`src/rtl/bps_pkg.sv`:
```
`timescale 1ns / 1ps

package bps_pkg;

   // Pattern storage: 31 bytes from four configuration words.
   localparam int PAT_BYTES       = 31;
   localparam int PAT_BITS        = PAT_BYTES * 8;
   localparam int LEN_W           = 5;
   localparam int CSR_ADDR_W      = 3;
   localparam int CSR_DATA_W      = 64;
   localparam int DEF_MAX_PATTERN = 31;
   localparam int DEF_ADDR_WIDTH  = 48;
   localparam int BASE_REG_BITS   = 48;

   // Configuration register indexes.
   localparam logic [CSR_ADDR_W-1:0] REG_PATTERN_0 = 3'd0;
   localparam logic [CSR_ADDR_W-1:0] REG_PATTERN_1 = 3'd1;
   localparam logic [CSR_ADDR_W-1:0] REG_PATTERN_2 = 3'd2;
   localparam logic [CSR_ADDR_W-1:0] REG_PATTERN_3 = 3'd3;
   localparam logic [CSR_ADDR_W-1:0] REG_LENGTH    = 3'd4;
   localparam logic [CSR_ADDR_W-1:0] REG_BASE      = 3'd5;
   localparam logic [CSR_ADDR_W-1:0] REG_FIND_LAST = 3'd6;

   localparam logic [LEN_W-1:0] LEN_RESET = 5'd1;

   typedef struct packed {
      logic [PAT_BITS-1:0] pattern;
      logic [LEN_W-1:0]    length;     // already capped to the window depth
      logic                find_last;
   } pat_cfg_type;

   typedef struct packed {
      logic       valid;
      logic [7:0] data;
      logic       last;
   } stage_type;

endpackage

```
`src/rtl/bps_csr.sv`:
```
`timescale 1ns / 1ps

module bps_csr import bps_pkg::*; #(
   parameter int MAX_PATTERN   = DEF_MAX_PATTERN,
   parameter int ADDRESS_WIDTH = DEF_ADDR_WIDTH
) (
   input  logic                     clock,
   input  logic                     reset,
   input  logic                     csr_we,
   input  logic [CSR_ADDR_W-1:0]    csr_addr,
   input  logic [CSR_DATA_W-1:0]    csr_wdata,
   output pat_cfg_type              cfg,
   output logic [ADDRESS_WIDTH-1:0] start_offset
);

   localparam int BASE_BITS = (ADDRESS_WIDTH < BASE_REG_BITS) ? ADDRESS_WIDTH : BASE_REG_BITS;
   localparam logic [ADDRESS_WIDTH-1:0] BASE_MASK =
      {ADDRESS_WIDTH{1'b1}} >> (ADDRESS_WIDTH - BASE_BITS);
   localparam logic [LEN_W-1:0] LEN_CAP =
      (MAX_PATTERN > PAT_BYTES) ? LEN_W'(PAT_BYTES) : LEN_W'(MAX_PATTERN);

   logic [PAT_BITS-1:0]      pattern_ff;
   logic [LEN_W-1:0]         length_ff;
   logic [ADDRESS_WIDTH-1:0] base_ff;
   logic                     find_last_ff;
   logic [ADDRESS_WIDTH-1:0] offset_ff;
   logic [ADDRESS_WIDTH-1:0] offset_in;
   logic [LEN_W-1:0]         len_eff;

   always_ff @(posedge clock) begin
      if (reset) begin
         pattern_ff   <= '0;
         length_ff    <= LEN_RESET;
         base_ff      <= '0;
         find_last_ff <= 1'b0;
      end else if (csr_we) begin
         unique case (csr_addr)
            REG_PATTERN_0: pattern_ff[63:0]    <= csr_wdata;
            REG_PATTERN_1: pattern_ff[127:64]  <= csr_wdata;
            REG_PATTERN_2: pattern_ff[191:128] <= csr_wdata;
            REG_PATTERN_3: pattern_ff[247:192] <= csr_wdata[55:0];
            REG_LENGTH:    length_ff           <= csr_wdata[LEN_W-1:0];
            REG_BASE:      base_ff             <= csr_wdata[ADDRESS_WIDTH-1:0] & BASE_MASK;
            REG_FIND_LAST: find_last_ff        <= csr_wdata[0];
            default: ;
         endcase
      end
   end

   assign len_eff   = (length_ff > LEN_CAP) ? LEN_CAP : length_ff;
   // Precompute base minus length so the match address is a single add.
   assign offset_in = base_ff - ADDRESS_WIDTH'(len_eff);

   always_ff @(posedge clock) begin
      offset_ff <= offset_in;
   end

   assign cfg.pattern   = pattern_ff;
   assign cfg.length    = len_eff;
   assign cfg.find_last = find_last_ff;
   assign start_offset  = offset_ff;

endmodule

```
`src/rtl/bps_window.sv`:
```
`timescale 1ns / 1ps

module bps_window import bps_pkg::*; #(
   parameter int MAX_PATTERN = DEF_MAX_PATTERN
) (
   input  logic        clock,
   input  pat_cfg_type cfg,
   input  logic [7:0]  data_byte,
   input  logic        shift_en,
   output logic        pattern_ok
);

   logic [7:0] win_ff [MAX_PATTERN];
   logic [7:0] win_in [MAX_PATTERN];
   logic [7:0] pat_arr [2**LEN_W];
   logic [MAX_PATTERN-1:0] byte_ok;

   always_comb begin
      for (int i = 0; i < 2**LEN_W; i++) begin
         pat_arr[i] = 8'h00;
      end
      for (int i = 0; i < PAT_BYTES; i++) begin
         pat_arr[i] = cfg.pattern[i*8 +: 8];
      end
   end

   // Newest byte at tap 0.
   always_comb begin
      win_in[0] = data_byte;
      for (int k = 1; k < MAX_PATTERN; k++) begin
         win_in[k] = win_ff[k-1];
      end
   end

   always_ff @(posedge clock) begin
      if (shift_en) begin
         win_ff <= win_in;
      end
   end

   // Tap k holds the byte that must equal pattern byte length-1-k.
   always_comb begin
      for (int k = 0; k < MAX_PATTERN; k++) begin
         if (k < int'(cfg.length)) begin
            byte_ok[k] = (win_in[k] == pat_arr[cfg.length - LEN_W'(k) - LEN_W'(1)]);
         end else begin
            byte_ok[k] = 1'b1;
         end
      end
   end

   assign pattern_ok = (cfg.length != '0) && (&byte_ok);

endmodule

```
`src/rtl/bps_tracker.sv`:
```
`timescale 1ns / 1ps

module bps_tracker import bps_pkg::*; #(
   parameter int ADDRESS_WIDTH = DEF_ADDR_WIDTH
) (
   input  logic                     clock,
   input  logic                     reset,
   input  stage_type                item,
   input  logic                     advance,
   input  pat_cfg_type              cfg,
   input  logic [ADDRESS_WIDTH-1:0] start_offset,
   input  logic                     pattern_ok,
   output logic                     shift_en,
   input  logic                     rsp_tready,
   output logic                     rsp_tvalid,
   output logic                     found,
   output logic [ADDRESS_WIDTH-1:0] match_address
);

   localparam logic [ADDRESS_WIDTH-1:0] SEEN_MAX = {ADDRESS_WIDTH{1'b1}};

   logic [ADDRESS_WIDTH-1:0] seen_ff, seen_in, seen_next;
   logic [ADDRESS_WIDTH-1:0] best_ff, best_in, hit_addr;
   logic                     have_ff, have_in;
   logic                     reported_ff, reported_in;
   logic                     valid_ff, valid_in;
   logic                     found_ff, found_in;
   logic [ADDRESS_WIDTH-1:0] addr_ff, addr_in;
   logic                     hit;

   assign shift_en  = advance && !reported_ff;
   assign seen_next = (seen_ff < SEEN_MAX) ? seen_ff + 1'b1 : seen_ff;
   assign hit       = pattern_ok && (seen_next >= ADDRESS_WIDTH'(cfg.length));
   assign hit_addr  = start_offset + seen_next;

   always_comb begin
      seen_in     = seen_ff;
      best_in     = best_ff;
      have_in     = have_ff;
      reported_in = reported_ff;
      valid_in    = valid_ff && !rsp_tready;
      found_in    = found_ff;
      addr_in     = addr_ff;
      if (advance) begin
         if (!reported_ff) begin
            seen_in = seen_next;
            if (hit) begin
               best_in = hit_addr;
               have_in = 1'b1;
            end
         end
         if (shift_en && hit && !cfg.find_last) begin
            // First-match mode: report at once, ignore the rest of the window.
            valid_in    = 1'b1;
            found_in    = 1'b1;
            addr_in     = hit_addr;
            reported_in = 1'b1;
         end else if (item.last && !reported_ff) begin
            valid_in = 1'b1;
            found_in = have_in;
            addr_in  = have_in ? best_in : '0;
         end
         if (item.last) begin
            seen_in     = '0;
            best_in     = '0;
            have_in     = 1'b0;
            reported_in = 1'b0;
         end
      end
   end

   always_ff @(posedge clock) begin
      if (reset) begin
         seen_ff     <= '0;
         best_ff     <= '0;
         have_ff     <= 1'b0;
         reported_ff <= 1'b0;
         valid_ff    <= 1'b0;
      end else begin
         seen_ff     <= seen_in;
         best_ff     <= best_in;
         have_ff     <= have_in;
         reported_ff <= reported_in;
         valid_ff    <= valid_in;
      end
   end

   always_ff @(posedge clock) begin
      found_ff <= found_in;
      addr_ff  <= addr_in;
   end

   assign rsp_tvalid    = valid_ff;
   assign found         = found_ff;
   assign match_address = addr_ff;

`ifndef ASSERT_OFF
   a_not_found_zero: assert property (@(posedge clock) disable iff (reset)
      (valid_ff && !found_ff) |-> (addr_ff == '0))
      else $error("not-found result carries a nonzero address");

   a_reported_has_match: assert property (@(posedge clock) disable iff (reset)
      reported_ff |-> have_ff)
      else $error("window marked answered without a recorded match");

   a_result_from_item: assert property (@(posedge clock) disable iff (reset)
      $rose(valid_ff) |-> $past(advance))
      else $error("result appeared without an item");

   a_reset_clears: assert property (@(posedge clock)
      reset |=> (!valid_ff && !reported_ff && !have_ff))
      else $error("state not cleared by reset");
`endif

endmodule

```
`src/rtl/byte_pattern_search_core.sv`:
```
`timescale 1ns / 1ps

// Exact byte pattern search over a streamed window. Bytes of the window
// arrive one item per cycle on req_, lowest address first, with req_tlast on
// the final byte. The last MAX_PATTERN bytes are held in a shift line and
// compared in parallel against the configured pattern (1 to 31 bytes, a
// length of 0 never matches). In first-match mode (find_last = 0) the start
// address of the earliest match is reported on the item that completes it,
// and the rest of the window is dropped. In last-match mode the highest
// match is reported with the tlast item; a window with no match gives
// found = 0 and address 0. Throughput is one item per clock while the result
// stream keeps taking results: an accepted item waits in the input register,
// and once the result register is free the compare, address add and state
// update run into it. A result that waits holds the input register, so one
// more item is taken and then req_tready drops. Write configuration only
// while no item is in flight; the base address minus length is re-registered
// in the cycle after a write.
module byte_pattern_search_core import bps_pkg::*; #(
   parameter int MAX_PATTERN   = DEF_MAX_PATTERN,
   parameter int ADDRESS_WIDTH = DEF_ADDR_WIDTH,
   localparam int RSP_W        = ((ADDRESS_WIDTH + 7) / 8) * 8
) (
   input  logic                  clock,
   input  logic                  reset,
   // configuration write port
   input  logic                  csr_we,
   input  logic [CSR_ADDR_W-1:0] csr_addr,
   input  logic [CSR_DATA_W-1:0] csr_wdata,
   // request stream
   input  logic                  req_tvalid,
   output logic                  req_tready,
   input  logic [7:0]            req_tdata,   // [7:0] data_byte
   input  logic                  req_tlast,   // end_of_window
   // result stream
   output logic                  rsp_tvalid,
   input  logic                  rsp_tready,
   output logic [RSP_W-1:0]      rsp_tdata,   // [ADDRESS_WIDTH-1:0] match_address, zero fill
   output logic                  rsp_tuser    // found
);

   pat_cfg_type              cfg;
   logic [ADDRESS_WIDTH-1:0] start_offset;
   stage_type                stage_ff;
   stage_type                stage_in;
   logic                     out_free;
   logic                     advance;
   logic                     shift_en;
   logic                     pattern_ok;
   logic                     found;
   logic [ADDRESS_WIDTH-1:0] match_address;

   bps_csr #(
      .MAX_PATTERN  (MAX_PATTERN),
      .ADDRESS_WIDTH(ADDRESS_WIDTH)
   ) u_csr (
      .clock       (clock),
      .reset       (reset),
      .csr_we      (csr_we),
      .csr_addr    (csr_addr),
      .csr_wdata   (csr_wdata),
      .cfg         (cfg),
      .start_offset(start_offset)
   );

   // The result register can take a new result when it is empty or being
   // drained this cycle; only then does the held item advance.
   assign out_free   = !rsp_tvalid || rsp_tready;
   assign advance    = stage_ff.valid && out_free;
   // Accept a new item whenever the input register is empty or moving on,
   // even while a finished result still waits downstream.
   assign req_tready = !stage_ff.valid || out_free;

   always_comb begin
      stage_in = stage_ff;
      if (req_tvalid && req_tready) begin
         stage_in.valid = 1'b1;
         stage_in.data  = req_tdata;
         stage_in.last  = req_tlast;
      end else if (advance) begin
         stage_in.valid = 1'b0;
      end
   end

   // Reset only the valid bit; hold the payload without reset.
   always_ff @(posedge clock) begin
      if (reset) begin
         stage_ff.valid <= 1'b0;
      end else begin
         stage_ff.valid <= stage_in.valid;
      end
      stage_ff.data <= stage_in.data;
      stage_ff.last <= stage_in.last;
   end

   bps_window #(
      .MAX_PATTERN(MAX_PATTERN)
   ) u_window (
      .clock     (clock),
      .cfg       (cfg),
      .data_byte (stage_ff.data),
      .shift_en  (shift_en),
      .pattern_ok(pattern_ok)
   );

   bps_tracker #(
      .ADDRESS_WIDTH(ADDRESS_WIDTH)
   ) u_tracker (
      .clock        (clock),
      .reset        (reset),
      .item         (stage_ff),
      .advance      (advance),
      .cfg          (cfg),
      .start_offset (start_offset),
      .pattern_ok   (pattern_ok),
      .shift_en     (shift_en),
      .rsp_tready   (rsp_tready),
      .rsp_tvalid   (rsp_tvalid),
      .found        (found),
      .match_address(match_address)
   );

   assign rsp_tdata = RSP_W'(match_address);
   assign rsp_tuser = found;

endmodule

```
`config.mk`:
```
export PLATFORM = sky130hd
export DESIGN_NAME = byte_pattern_search_core
export DESIGN_NICKNAME = d
export VERILOG_FILES = /design/src/rtl/bps_pkg.sv /design/src/rtl/bps_csr.sv /design/src/rtl/bps_window.sv /design/src/rtl/bps_tracker.sv /design/src/rtl/byte_pattern_search_core.sv
export SDC_FILE = /design/constraint.sdc
export NUM_CORES = 2
export LEC_CHECK = 0
export ABC_AREA = 0
export ABC_CLOCK_PERIOD_IN_PS = 22100
export CAP_MARGIN = 20
export CORE_MARGIN = 5
export CORE_UTILIZATION = 60
export CTS_CLUSTER_DIAMETER = 30
export DETAILED_ROUTE_END_ITERATION = 16
export DONT_BUFFER_PORTS = 1
export HOLD_SLACK_MARGIN = 0.12
export MAX_ROUTING_LAYER = met4
export PLACE_DENSITY = 0.76
export SKIP_CTS_REPAIR_TIMING = 1
export SLEW_MARGIN = 10
export SYNTH_ARGS = -nofsm -noshare
export SYNTH_HDL_FRONTEND = slang
export SYNTH_SLANG_ARGS = --single-unit
```
`constraint.sdc`:
```
create_clock -name clock -period 22.1 [get_ports clock]
set_input_delay 3.315 -clock clock [delete_from_list [all_inputs] [get_ports clock]]
set_output_delay 3.315 -clock clock [all_outputs]
set_load 0.1 [all_outputs]
```
# Word-level counts from Yosys, hierarchy flattened
# Index checks and enable logic that the tools add are counted.
# classes
addsub	63
order_cmp	65
eq_ne	38
mux	146
bitwise_logic	31
n_reduce_logical	32
# ops
cell	n
8-bit binary-select mux with 5-bit select	31
8-bit 2-to-1 mux	62
48-bit 2-to-1 mux	9
8-bit == test	31
6-bit >= comparator, second input constant	31
5-bit inverter with 6-bit output	31
5-bit by 1-bit subtractor with 5-bit output, second input constant	31
5-bit < comparator, first input constant	15
5-bit subtractor, second input constant	15
48-bit by 1-bit adder with 48-bit output, second input constant	1
48-bit adder	1
48-bit by 5-bit >= comparator with 1-bit output	1
48-bit < comparator, second input constant	1
48-bit by 5-bit subtractor with 48-bit output	1
1-bit 2-to-1 mux	43
4-bit by 5-bit < comparator with 1-bit output, first input constant	8
5-bit by 4-bit subtractor with 5-bit output, second input constant	8
31-bit AND reduction	1
3-bit by 5-bit < comparator with 1-bit output, first input constant	4
2-bit AND reduction	10
5-bit by 3-bit subtractor with 5-bit output, second input constant	4
1-bit by 5-bit < comparator with 1-bit output, first input constant	2
2-bit by 5-bit < comparator with 1-bit output, first input constant	2
5-bit by 2-bit subtractor with 5-bit output, second input constant	2
other kinds (12)	30
# word_totals
ff_bits	748
inputBits	81
elab_cells	423

# Longest topological paths before layout
# depth
word_depth	19
ltp_mapped	34

# Cells and area by module
# Synthesis repeated with hierarchy kept, for this count alone.
# hier_totals
hier_cells	5698
area_unflattened_um2	54925.2
# modules_own_cells
mod	instances	cells_each	area_per_inst_um2	seq_area_each_um2
bps_window	1	3018	31863.1	7206.9
bps_csr	1	1525	12401.9	7006.7
bps_tracker	1	1139	10317.4	3453.3
byte_pattern_search_core	1	16	342.8	290.3

# Worst setup path after synthesis
# Ideal clock, no wire load.
# synth_timing
kind	in2reg
start	in rsp_tready
end	reg u_tracker.found_ff, in the netlist u_tracker.found, enable pin
t_arrival_ps	16121
t_required_ps	21510
slack_ps	5388
stages	6
path_buffers	1
cell_sequence	nand2b_1 > nand2_1 > clkbuf_1 > nor2_1 > nand2_1 > o41ai_1
# synth_via
elab_chain_cells	7
# synth_rtl
element	line	source
start, declared	byte_pattern_search_core.sv:36	input logic rsp_tready,
1-bit logical OR	byte_pattern_search_core.sv:67	assign out_free = !rsp_tvalid || rsp_tready;
1-bit logical AND	byte_pattern_search_core.sv:68	assign advance = stage_ff.valid && out_free;
1-bit logical AND	bps_tracker.sv:31	assign shift_en = advance && !reported_ff;
net shift_en	byte_pattern_search_core.sv:47	logic shift_en;
1-bit logical AND (2 in series)	bps_tracker.sv:52	if (shift_en && hit && !cfg.find_last) begin
2-bit nonzero test (no line)	-	
2-bit AND reduction (no line)	-	
end signal, assigned	bps_tracker.sv:89	found_ff <= found_in;
end, declared	bps_tracker.sv:27	logic found_ff, found_in;
# The timed path passes the listed nets, and every way through them passes these cells.
# A chain may end at the register's enable or synchronous reset.

# Final worst setup path
# layout_timing
start	reg u_csr.length_ff[2]
end	reg u_tracker.addr_ff[42], in the netlist u_tracker.match_address[42], enable pin
# layout_via
elab_chain_cells	17
# layout_rtl
element	line	source
start, declared	bps_csr.sv:23	logic [LEN_W-1:0] length_ff;
start signal, assigned	bps_csr.sv:42	REG_LENGTH: length_ff <= csr_wdata[LEN_W-1:0];
5-bit greater-than comparator	bps_csr.sv:50	assign len_eff = (length_ff > LEN_CAP) ? LEN_CAP : length_ff;
5-bit 2-to-1 mux *	bps_csr.sv:50	
5-bit by 1-bit subtractor with 5-bit output, or another cell as far along	bps_window.sv:45	byte_ok[k] = (win_in[k] == pat_arr[cfg.length - LEN_W'(k) - LEN_W'(1)]);
5-bit by 1-bit subtractor with 5-bit output	bps_window.sv:45	
5-bit inverter with 6-bit output (not written as such)	bps_window.sv:45	
8-bit binary-select mux with 5-bit select	bps_window.sv:45	
8-bit 2-to-1 mux (not written as such) (2 in series)	bps_window.sv:45	
8-bit == test	bps_window.sv:45	
1-bit 2-to-1 mux	bps_window.sv:44	if (k < int'(cfg.length)) begin
31-bit AND reduction	bps_window.sv:52	assign pattern_ok = (cfg.length != '0) && (&byte_ok);
1-bit logical AND	bps_window.sv:52	
1-bit logical AND *	bps_tracker.sv:33	assign hit = pattern_ok && (seen_next >= ADDRESS_WIDTH'(cfg.length));
1-bit logical AND * (2 in series)	bps_tracker.sv:52	
2-bit nonzero test (no line) *	-	
2-bit AND reduction (no line) *	-	
end signal, assigned	bps_tracker.sv:90	addr_ff <= addr_in;
end, declared	bps_tracker.sv:28	logic [ADDRESS_WIDTH-1:0] addr_ff, addr_in;
# Every way passes the cells marked *; elsewhere a longest branch is shown, timed or not. The select of a mux whose other input is x is not followed.

==> flow_summary.toml <==
[run_status]
status = "complete, but fails checks"
violations = "max-slew violations"

[power_and_ir_drop]
powerDensity_mw_per_mm2 = 78.6
swShare_pct = 31.2
p_int_mw = 3.21
combPwrFrac_pct = 13.4
vdd_drop_max_mv = 0.0952
cellLeakagePower_nw = 21.4
p_sw_mw = 1.46
power_frac_clock_pct = 51.7
p_seq_share_pct = 34.9

[clock_tree]
insertion_delay_ns = 0.81
clkTransAtPathRegs_ns = 0.05
root_buffer = "clkbuf_16"
max-clock-path-buffers = 3
cts_tree = "yes"
cts_max_level = 4
clock_sinks = 748
numCtsBuffers = 152

[floorplanning]
placementRows = 109
die_w_um = 307
initial_core_util_pct = 60.3
die_h_um = 307
die-area_sq_mm = 0.0945
core_sq_mm = 0.0881
num_io_pins = 132

[job]
drv_cap = 0

[yosys]
syn-cell-area_sq_mm = 0.0531
synth-edff-count = 298
ys_ff_latch = 748
synth_cell_types = 96
netlist_top_cells_count = "nand2_1, a21oi_1, mux2i_1"
synthAdderAreaFrac_pct = 1.84
postSynthCellCount = 5986
ys_seq_area_share_pct = 33.8
muxShareOfSynthArea_pct = 16.8
yosysTopAreaCell = "dfxtp_1"
async_reset_ff_share_pct = 0
synth_flop_cell = "dfxtp_1"
yosysMostFrequentCell = "nand2_1"
synth_xor_area_share_pct = 7.44
synth_area_per_cell_sq_um = 8.87
synth_nets = 6144
synth_top_family_by_area = "compound AO/OA/AOI/OAI gates"
synth_top_area_share_pct = 17.0
synth_area_leaders = "dfxtp_1, edfxtp_1, mux2i_1, mux4_2, nand2_1"
synth_compound_area_share_pct = 17.8
yosys_warnings = 0
synth-simple-area-share_pct = 17.6

[route]
routed_via_density = 7.64
route.top_layer_used = "met4"
totalWireLength_um = 272000
wl_met3_um = 50700
drt-met1-wl_um = 92300
wl_per_cell_um = 38.1
vias = 54572
ant_nets = 0
drc = 0
dr_wl_met2_um = 102000
drt_first_pass_iters = 8
drtIter0Drc = 10876

[setup_path]
startpoint_type = "flop"
cp_num_cells = 22
reg2reg_to = "u_tracker.match_address[42]$_DFFE_PP_"
worstPathMaxFanout = 96
r2r_cells = 22
path_cells = "ha_1 > a31oi_4 > buf_12 > clkinv_2 > ha_4 > buf_4 > nand2b_2 > buf_4 > a211oi_1 > a211oi_1 > a21oi_1 > o22ai_1 > or3_1 > a22o_1 > o41ai_2 > o2111a_1 > nand4_1 > a2111oi_4 > buf_4 > nand3_1 > o41ai_4 > buf_4"
slowest_stage = "a21oi_1"
crit_type = "reg -> reg"
r2r_slack_ns = 10.74
path_delay_family = "compound AO/OA/AOI/OAI gates"
required_ns = 22.50
crit_end = "u_tracker.match_address[42]$_DFFE_PP_"
end_kind = "flop"
crit_top_cell = "buf_4"
critPathArrivalTime_ns = 11.76
cp_slowest_stage_delay_ns = 0.97
crit_buf_inv = 6
rr_startpoint = "u_csr.length_ff[2]$_SDFFE_PP0P_"
crit_start = "u_csr.length_ff[2]$_SDFFE_PP0P_"

[global_routing]
antenna_found_initial = 24
grt_max_degree = 418
grt_pass1_wl_um = 372000
grt_usage_pct = 56.8
grt_pass1_vias = 48928
grt_overflow = 0

[sta]
post-route-period-util_pct = 51.4
fin_tns_setup_ns = 0
max_slew.worst_pin.slew_ns = 1.85
slew_headroom_pct = -23.5
grt_setup_unrepaired = "false"
period_needed_ns = 11.36
max_freq_mhz = 88.1
hold_viol_final = 0
setup_viol = 0
slew_viol_final = 174
skew_ns = 0.0755

[finish]
finalNonFillerCells = 7143
area_growth_pct = 11.9
drive_above_1_share_pct = 12.0
nets = 5987

[placement]
dpl.cell_count = 6830
gp_congestion = 1.23
hpwl_um = 203000
portBuffers = 0

[hold_path]
min_path_type = "reg -> reg"
worst register-to-register path: cells and delay by family (launching register included):
family,cells,cell delay (ns)
adders and majority gates,2,0.97
and+or+nand+nor,4,1.48
DFF,1,0.57
buffers and inverters,6,3.20
AOI/OAI and AO/OA,10,4.77
stage by stage:
step / util [%] / total power [mW] / hold slack (ns) / setup slack, ns / area, sq um
floorplan: - / 1.98 / 0.424 / 5.39 / 53100
global placement: 61.0 / 2.20 / 0.439 / 11.29 / 53800
detailed placement: 61.1 / 2.21 / 0.453 / 11.06 / 53800
CTS: 67.2 / 4.60 / 0.451 / 11.07 / 59200
global route: 67.4 / 4.74 / 0.460 / 10.72 / 59400
finish: 67.4 / 4.67 / 0.456 / 10.74 / 59400
placed cells by master (no fill, tap or decap), types with 21 or more instances in the layout:
master	instances
a211oi_1	154
a21o_1	42
a21oi_1	524
a22oi_1	42
a31oi_1	48
a41oi_1	39
and2_1	42
and3_1	45
and3b_1	46
buf_4	130
clkbuf_16	152
dfxtp_1	447
diode_2	21
edfxtp_1	298
ha_1	72
inv_1	87
inv_6	23
mux2_2	66
mux2i_1	461
mux4_2	157
nand2_1	920
nand2b_1	25
nand3_1	95
nand3b_1	29
nand4_1	55
nor2_1	339
nor2b_1	44
nor3_1	188
nor4_1	51
o211ai_1	45
o21a_1	23
o21ai_0	183
o22ai_1	83
o41ai_1	33
or3_1	25
or4_1	22
xnor2_1	224
xor2_1	217
state kept, by name, indices dropped and copies added, names as in the netlist:
signal and count:
u_tracker.have_ff 1, u_tracker.reported_ff 1, u_tracker.seen_ff 48, u_tracker.rsp_tvalid 1, u_csr.pattern_ff 248, u_csr.length_ff 5
u_csr.base_ff 48, u_tracker.best_ff 48, u_window.win_ff 240, u_tracker.match_address 48, u_csr.find_last_ff 1, u_tracker.found 1
u_csr.start_offset 48, stage_ff 10
per-layer routing:
metal | vias to the layer above | global-route usage, %
met1 | 25926 | 67.6
met2 | 5358 | 71.6
met5 | - | -
met3 | 1352 | 30.5
li1 | 21936 | -
met4 | 0 | 41.3
worst min path at each step:
stage / startpoint / end / slack, ns / cells after the start
after floorplan: u_window.win_ff[196]$_DFFE_PP_ / u_window.win_ff[188]$_DFFE_PP_ / 0.42 / 0
after global placement: u_window.win_ff[49]$_DFFE_PP_ / u_window.win_ff[41]$_DFFE_PP_ / 0.44 / 0
after detailed placement: u_window.win_ff[153]$_DFFE_PP_ / u_window.win_ff[145]$_DFFE_PP_ / 0.45 / 0
after CTS: u_window.win_ff[153]$_DFFE_PP_ / u_window.win_ff[145]$_DFFE_PP_ / 0.45 / 0
after global routing: u_window.win_ff[153]$_DFFE_PP_ / u_window.win_ff[145]$_DFFE_PP_ / 0.46 / 0
final: u_window.win_ff[153]$_DFFE_PP_ / u_window.win_ff[145]$_DFFE_PP_ / 0.46 / 0
power by group through the flow:
stage	registers, mW	logic, mW	clock network (mW)
detailed placement	1.64	0.574	0
finish	1.63	0.624	2.42
floorplan	1.58	0.402	0
CTS	1.61	0.582	2.40
global placement	1.64	0.565	0
global route	1.62	0.638	2.48
cell families after synthesis:
family | Yosys count
buffers and inverters | 546
multiplexers | 687
XOR/XNOR | 451
flip-flops | 748
AND/OR/NAND/NOR | 2011
adder cells (fa/ha/maj) | 77
AO/OA/AOI/OAI | 1466
cell type report:
cell class	count	area [sq um]
Fill cell	6762	28700
Tap cell	1165	1460
Inverter	95	359
Clock buffer	167	3940
Antenna cell	21	52.6
Clock inverter	115	1490
Sequential cell	748	18000
Timing Repair Buffer	140	1130
Multi-Input combinational cell	4692	33000
No activity file was read; power rests on OpenSTA's default activity.
